File: src/hdl/sci_pkg.sv
// Package: state, status codes and opcodes for the sorted curve interpolator.
`default_nettype none
package sci_pkg;
    localparam logic OP_INSERT = 1'b0;
    localparam logic OP_LOOKUP = 1'b1;

    localparam logic [2:0] ST_STORED  = 3'd0;
    localparam logic [2:0] ST_UPDATED = 3'd1;
    localparam logic [2:0] ST_FULL    = 3'd2;
    localparam logic [2:0] ST_EXACT   = 3'd3;
    localparam logic [2:0] ST_INTERP  = 3'd4;
    localparam logic [2:0] ST_NONE    = 3'd5;

    localparam logic [15:0] LIMIT_RESET = 16'd1024;
    localparam int          DIV_BITS    = 34;

    typedef enum logic [3:0] {
        S_IDLE,
        S_SCAN_RD,
        S_SCAN,
        S_SHIFT_RD,
        S_SHIFT_WR,
        S_PUT,
        S_MUL,
        S_SUM,
        S_DIV,
        S_DONE
    } t_state;
endpackage
`default_nettype wire

File: src/hdl/sorted_curve_interpolator_core.sv
// Top level: sorted point table in RAM with sequential scan, shift and divide.
//
//  channel  | ports                                        | handshake
//  ---------+----------------------------------------------+-----------------------------
//  command  | i_opcode, i_x_value, i_y_value               | i_start taken when !o_busy
//  result   | o_curve_value, o_status, o_point_count       | o_done strobe, one cycle
//  config   | i_limit_wr, i_limit_data                     | written on any i_limit_wr
//
// Busy sequence per item: the scan reads, then compares, each point held (a match or an
// out-of-range lookup ends it early), then the done state. A new point adds a read and
// a write per point shifted up, then a write to place it; an interpolated lookup adds
// multiply and sum, then 34 radix-2 divide steps and rounding.
// Sync active low reset clears count and control and sets the limit to 1024; the RAM is not cleared.
// The receiver cannot stall: o_done strobes in the first cycle with o_busy low.
`default_nettype none
module sorted_curve_interpolator_core #(
    parameter int MAX_POINTS = 16
) (
    input  wire                 i_clk,
    input  wire                 i_rst_n,
    input  wire                 i_start,
    output logic                o_busy,
    input  wire                 i_opcode,
    input  wire signed [15:0]   i_x_value,
    input  wire signed [15:0]   i_y_value,
    input  wire                 i_limit_wr,
    input  wire        [15:0]   i_limit_data,
    output logic                o_done,
    output logic signed [15:0]  o_curve_value,
    output logic       [2:0]    o_status,
    output logic       [4:0]    o_point_count
);
    localparam int AW = (MAX_POINTS > 1) ? $clog2(MAX_POINTS) : 1;
    localparam int CW = $clog2(MAX_POINTS + 1);
    localparam int DB = sci_pkg::DIV_BITS;

    // point RAM: {x, y}
    logic [31:0] r_mem [MAX_POINTS];
    logic [31:0] r_rd;
    logic        mem_we;
    logic [AW-1:0] mem_wa, mem_ra;
    logic [31:0] mem_wd;

    always_ff @(posedge i_clk) begin
        if (mem_we) begin
            r_mem[mem_wa] <= mem_wd;
        end
        r_rd <= r_mem[mem_ra];
    end

    sci_pkg::t_state r_state, n_state;
    logic [CW-1:0] r_cnt, n_cnt;
    logic [CW-1:0] r_idx, n_idx;
    logic [CW-1:0] r_pos, n_pos;
    logic [15:0]   r_limit;
    logic          r_op;
    logic signed [15:0] r_x, r_y;
    logic          r_have_lo, n_have_lo, r_have_hi, n_have_hi;
    logic signed [15:0] r_xlo, n_xlo, r_ylo, n_ylo, r_xhi, n_xhi, r_yhi, n_yhi;
    logic signed [33:0] r_p1, r_p2;
    logic          r_neg;
    logic [DB-1:0] r_quo;
    logic [17:0]   r_rem, r_den;
    logic [5:0]    r_bit;
    logic signed [15:0] r_val, n_val;
    logic [2:0]    r_st, n_st;
    logic          r_done;

    // scan compare on the registered read word
    logic signed [15:0] rd_x, rd_y;
    assign rd_x = r_rd[31:16];
    assign rd_y = r_rd[15:0];

    logic signed [34:0] sum;
    assign sum = 35'(r_p1) + 35'(r_p2);

    logic [18:0] trial;
    assign trial = {r_rem, r_quo[DB-1]} - {1'b0, r_den};

    logic in_range;
    assign in_range = !r_x[15] && ({1'b0, r_x} < {1'b0, r_limit});

    // next state
    always_comb begin
        n_state = r_state;
        case (r_state)
            sci_pkg::S_IDLE:    if (i_start) n_state = sci_pkg::S_SCAN_RD;
            sci_pkg::S_SCAN_RD: begin
                if (r_idx == r_cnt) begin
                    if (r_op == sci_pkg::OP_INSERT) begin
                        if (r_cnt >= CW'(MAX_POINTS)) n_state = sci_pkg::S_DONE;
                        else if (r_pos == r_cnt) n_state = sci_pkg::S_PUT;
                        else n_state = sci_pkg::S_SHIFT_RD;
                    end else if (!in_range || !r_have_lo || !r_have_hi) begin
                        n_state = sci_pkg::S_DONE;
                    end else begin
                        n_state = sci_pkg::S_MUL;
                    end
                end else if (r_op == sci_pkg::OP_LOOKUP && !in_range) begin
                    n_state = sci_pkg::S_DONE;
                end else begin
                    n_state = sci_pkg::S_SCAN;
                end
            end
            sci_pkg::S_SCAN:    n_state = (rd_x == r_x) ? sci_pkg::S_DONE : sci_pkg::S_SCAN_RD;
            sci_pkg::S_SHIFT_RD: n_state = sci_pkg::S_SHIFT_WR;
            sci_pkg::S_SHIFT_WR: n_state = (r_idx - 1'b1 == r_pos) ? sci_pkg::S_PUT
                                                              : sci_pkg::S_SHIFT_RD;
            sci_pkg::S_PUT:     n_state = sci_pkg::S_DONE;
            sci_pkg::S_MUL:     n_state = sci_pkg::S_SUM;
            sci_pkg::S_SUM:     n_state = sci_pkg::S_DIV;
            sci_pkg::S_DIV:     if (r_bit == 6'd0) n_state = sci_pkg::S_DONE;
            sci_pkg::S_DONE:    n_state = sci_pkg::S_IDLE;
            default:            n_state = sci_pkg::S_IDLE;
        endcase
    end

    // datapath / outputs
    logic [DB-1:0] q_rnd;
    always_comb begin
        n_cnt = r_cnt; n_idx = r_idx; n_pos = r_pos;
        n_have_lo = r_have_lo; n_have_hi = r_have_hi;
        n_xlo = r_xlo; n_ylo = r_ylo; n_xhi = r_xhi; n_yhi = r_yhi;
        n_val = r_val; n_st = r_st;
        mem_we = 1'b0; mem_wa = '0; mem_wd = '0;
        mem_ra = r_idx[AW-1:0];
        q_rnd = r_quo + DB'({r_rem, 1'b0} >= {1'b0, r_den});
        case (r_state)
            sci_pkg::S_IDLE: begin
                n_idx = '0; n_pos = r_cnt; n_have_lo = 1'b0; n_have_hi = 1'b0;
                n_val = 16'sd0;
                n_st = (i_opcode == sci_pkg::OP_INSERT) ? sci_pkg::ST_FULL
                                                        : sci_pkg::ST_NONE;
                if (i_opcode == sci_pkg::OP_LOOKUP) n_val = -16'sd1;
            end
            sci_pkg::S_SCAN_RD: begin
                if (r_idx == r_cnt && r_op == sci_pkg::OP_INSERT
                        && r_cnt < CW'(MAX_POINTS)) begin
                    n_st = sci_pkg::ST_STORED;
                    n_idx = r_cnt;
                    n_cnt = r_cnt + 1'b1;
                end
            end
            sci_pkg::S_SCAN: begin
                n_idx = r_idx + 1'b1;
                if (rd_x == r_x) begin
                    if (r_op == sci_pkg::OP_INSERT) begin
                        mem_we = 1'b1; mem_wa = r_idx[AW-1:0]; mem_wd = {r_x, r_y};
                        n_st = sci_pkg::ST_UPDATED;
                    end else begin
                        n_val = rd_y; n_st = sci_pkg::ST_EXACT;
                    end
                end else if (rd_x < r_x) begin
                    n_have_lo = 1'b1; n_xlo = rd_x; n_ylo = rd_y;
                end else if (!r_have_hi) begin
                    n_have_hi = 1'b1; n_xhi = rd_x; n_yhi = rd_y;
                    n_pos = r_idx;
                end
            end
            sci_pkg::S_SHIFT_RD: mem_ra = AW'(r_idx - 1'b1);
            sci_pkg::S_SHIFT_WR: begin
                mem_we = 1'b1; mem_wa = r_idx[AW-1:0]; mem_wd = r_rd;
                n_idx = r_idx - 1'b1;
            end
            sci_pkg::S_PUT: begin
                mem_we = 1'b1; mem_wa = r_pos[AW-1:0]; mem_wd = {r_x, r_y};
            end
            sci_pkg::S_DIV: begin
                if (r_bit == 6'd0) begin
                    n_st = sci_pkg::ST_INTERP;
                    n_val = r_neg ? 16'(-q_rnd) : q_rnd[15:0];
                end
            end
            default: ;
        endcase
    end

    always_ff @(posedge i_clk) begin
        if (!i_rst_n) begin
            r_state <= sci_pkg::S_IDLE;
            r_cnt   <= '0;
            r_limit <= sci_pkg::LIMIT_RESET;
            r_done  <= 1'b0;
        end else begin
            r_state <= n_state;
            r_cnt   <= n_cnt;
            r_done  <= (r_state == sci_pkg::S_DONE);
            if (i_limit_wr) r_limit <= i_limit_data;
        end
    end

    always_ff @(posedge i_clk) begin
        r_idx <= n_idx; r_pos <= n_pos;
        r_have_lo <= n_have_lo; r_have_hi <= n_have_hi;
        r_xlo <= n_xlo; r_ylo <= n_ylo; r_xhi <= n_xhi; r_yhi <= n_yhi;
        r_val <= n_val; r_st <= n_st;
        if (r_state == sci_pkg::S_IDLE && i_start) begin
            r_op <= i_opcode; r_x <= i_x_value; r_y <= i_y_value;
        end
        if (r_state == sci_pkg::S_MUL) begin
            r_p1 <= 34'(r_ylo * (18'(r_xhi) - 18'(r_x)));
            r_p2 <= 34'(r_yhi * (18'(r_x) - 18'(r_xlo)));
            r_den <= 18'(18'(r_xhi) - 18'(r_xlo));
        end
        if (r_state == sci_pkg::S_SUM) begin
            r_neg <= sum[34];
            r_quo <= sum[34] ? DB'(-sum) : DB'(sum);
            r_rem <= '0;
            r_bit <= 6'(DB);
        end
        if (r_state == sci_pkg::S_DIV && r_bit != 6'd0) begin
            r_bit <= r_bit - 6'd1;
            if (!trial[18]) begin
                r_rem <= trial[17:0];
                r_quo <= {r_quo[DB-2:0], 1'b1};
            end else begin
                r_rem <= {r_rem[16:0], r_quo[DB-1]};
                r_quo <= {r_quo[DB-2:0], 1'b0};
            end
        end
    end

    assign o_busy        = (r_state != sci_pkg::S_IDLE);
    assign o_done        = r_done;
    assign o_curve_value = r_val;
    assign o_status      = r_st;
    assign o_point_count = 5'(r_cnt);

`ifndef NO_ASSERTIONS
    a_cnt_max: assert property (@(posedge i_clk) disable iff (!i_rst_n)
        r_cnt <= CW'(MAX_POINTS)) else $error("point count overflow");
    a_done_idle: assert property (@(posedge i_clk) disable iff (!i_rst_n)
        o_done |-> !o_busy) else $error("done while busy");
    a_cnt_step: assert property (@(posedge i_clk) disable iff (!i_rst_n)
        (r_cnt != $past(r_cnt)) |-> (r_cnt == $past(r_cnt) + 1'b1))
        else $error("count changed by more than one");
    a_div_bit: assert property (@(posedge i_clk) disable iff (!i_rst_n)
        (r_state == sci_pkg::S_DIV) |-> (r_bit <= 6'(DB))) else $error("divider count");
`endif
endmodule
`default_nettype wire

File: config.mk
export PLATFORM = sky130hd
export DESIGN_NAME = sorted_curve_interpolator_core
export DESIGN_NICKNAME = d
export VERILOG_FILES = /design/src/hdl/sci_pkg.sv /design/src/hdl/sorted_curve_interpolator_core.sv
export SDC_FILE = /design/constraint.sdc
export NUM_CORES = 2
export LEC_CHECK = 0
export BUFFER_PORTS_ARGS = -buffer_cell sky130_fd_sc_hd__buf_2
export CAP_MARGIN = 5
export CORE_AREA = 3 3 318 320
export CTS_CLUSTER_SIZE = 14
export DETAILED_ROUTE_END_ITERATION = 10
export DIE_AREA = 0 0 321 323
export PLACE_DENSITY = 0.76
export SLEW_MARGIN = 20
export SYNTH_ARGS = -nofsm -noshare
export SYNTH_HDL_FRONTEND = slang
export SYNTH_SLANG_ARGS = --single-unit
File: constraint.sdc
create_clock -name i_clk -period 10.6 [get_ports i_clk]
set_input_delay 1.06 -clock i_clk [delete_from_list [all_inputs] [get_ports i_clk]]
set_output_delay 1.06 -clock i_clk [all_outputs]
set_load 0.005 [all_outputs]
==> metrics.csv <==
metric,value,unit
grt_usage,29.5,%
rsz0062_at_grt,false,
grt_busiest_layer,met2,
grt.met1_usage,38.9,%
cp-end-kind,flop,
outcome,"finished, final reports clean",
die_h,323,µm
wire_per_inst,23.7,µm
h-tree-depth,3,
worst_path_max_delay_cell,a2111oi_0,
cts_tree,done,
setup_tns,0,ns
initial_core_util,59.9,%
ys_warn_count,0,
dieArea,104000,µm²
routed_wl,149,mm
period_needed,9.93,ns
synth_nets,5754,
synth_top_area_cell,edfxtp_1,
grt_max_degree,75,
clock.fmax,101,MHz
worst_slack,0.669,ns
setup_viol,0,
synth_edf_count,782,
rows,115,
pre_cts_slack,0.804,ns
vias_per_cell,6.08,
clk_path_buf_depth,3,
clockRootBuffer,clkbuf_16,
tightest_slew,1.10,ns
start_kind,flop,
post-route-period-util,93.7,%
area_growth,8.78,%
grt_pass1_wl,232,mm
ant_nets,0,
hold_path_class,flop to flop,
drive_gt1_share,10.5,%
cts_hold_buf,0,
netlist_instances,4836,
worstPathRequired,11.00,ns
clk_pin_slew_worst_paths,0.07,ns
maxSlewViolCount,0,
yosysSeqAreaShare,41.8,%
max_slew_margin,26.4,%
place_congestion,0.915,
synth-seq-cells,840,
netlist_top_cells_area,"edfxtp_1 (40%), fa_1 (19%), ha_1 (6.5%)",
cp_slowest_stage_delay,0.88,ns
skew,0.0675,ns
synth_top_cell_area_share,39.9,%
hpwl,102,mm
fin_cells,6262,
numClockSinks,840,
antenna_found_initial,12,
cts_buffers,86,
port_buffers,78,
cts_setup_buffers,0,
vias,38100,
synth-main-ff-cell,edfxtp_1,
fin_nets,5813,
cp_common_cell,fa_1,
grt_overflow,0,
route.detailed.drc,0,
arrival,10.33,ns
hold_viol_final,0,
path_class,flop to flop,
crit_fanout,6,
max_cap_viol_count,0,
synthArstFlopShare,0,%
post_cts_resized,0,
synth_area,58900,µm²
clk_latency,0.69,ns
synth_cell_types,84,
coreArea,98400,µm²
ios,79,
dp.cells,6094,
use_met2,49.1,%
grt_pass1_vias,39600,
met3_usage,4.79,%
fp.dieW,321,µm
final_util,65.1,%
drt_iter0_drc,3656,
dr.pass1.iters,8,
synth_area_per_cell,12.2,µm²
[path summary, 6_finish.rpt]
check,start,slack (ns),cells past startpoint,to
min,r_rd[16],0.46,0,r_xhi[0]
min reg2reg,r_rd[16],0.46,0,r_xhi[0]
max reg2reg,r_x[0],0.67,33,r_p2[32]
max,r_x[0],0.67,33,r_p2[32]
[final cells by class]
cell class                 instances  area, µm²
antenna                            6       15.0
clock buffer                     109       2320
clock inverter                    53        736
fill                            7256      34300
inverter                         736       2760
multi-input combinational       3080      31100
sequential                       840      24600
tap                             1287       1610
timing repair buffer             151        951
[cell usage in the layout, fill, tap and decap left out, types with 58 or more instances in the layout]
cell type,instances
a21oi_1,186
nand2_1,376
and2_1,208
o21ai_0,126
xnor2_1,148
dfxtp_1,58
clkbuf_16,86
fa_1,557
edfxtp_1,782
nor2b_1,95
ha_1,308
inv_1,736
a21o_1,74
nand3_1,63
xor2_1,64
buf_4,72
nor2_1,182
buf_2,78
mux4_2,160
[Yosys cell counts (128+ instances only)]
library cell and instances:
a21oi_1 187, o21ai_0 128, xnor2_1 150, edfxtp_1 782, clkbuf_1 150, ha_1 308
and2_1 208, mux4_2 160, nand2_1 377, nor2_1 203, inv_1 736, fa_1 557
[per-layer routing]
layer / wire [µm] / part of all wire (%) / up-vias
li1: - / - / 16600
met1: 57500 / 39 / 19300
met2: 72000 / 48 / 1823
met3: 12200 / 8.2 / 381
met4: 6890 / 4.6 / 10
met5: 73 / 0.049 / -
[worst max-delay path: cells and delay by family (launching register included)]
kind                     cells  cell delay [ns]
AND/OR/NAND/NOR              4             0.68
XOR/XNOR                     2             0.81
flip-flops                   1             0.43
buffers and inverters        4             0.23
adder cells (fa/ha/maj)      9             4.08
AO/OA/AOI/OAI               14             3.42
[metrics by stage]
step,hold WS [ns],area [µm²]
after floorplan,0.426,58900
after global placement,0.458,61000
after detailed placement,0.454,61000
after CTS,0.468,64100
after global routing,0.496,64100
final,0.465,64100
[flip-flops by register name, summed over array words and instances (netlist names), 17 cells and up]
register,cells
r_p1,33
r_quo,34
r_rd,32
r_den,17
r_rem,18
r_mem,512
r_p2,33
[kinds of logic (layout without fill, tap and decap cells)]
family	Yosys count	after routing	synth area share [%]
AND/OR/NAND/NOR	1183	1183	10.1
adder cells (fa/ha/maj)	865	865	25.5
multiplexers	197	197	6.75
other	0	6	0
flip-flops	840	840	41.8
AO/OA/AOI/OAI	620	620	6.84
XOR/XNOR	215	215	3.20
buffers and inverters	916	1049	5.86
Power is not shown: default switching activity piles up to over one toggle a cycle in this logic, so the estimate is an artifact.
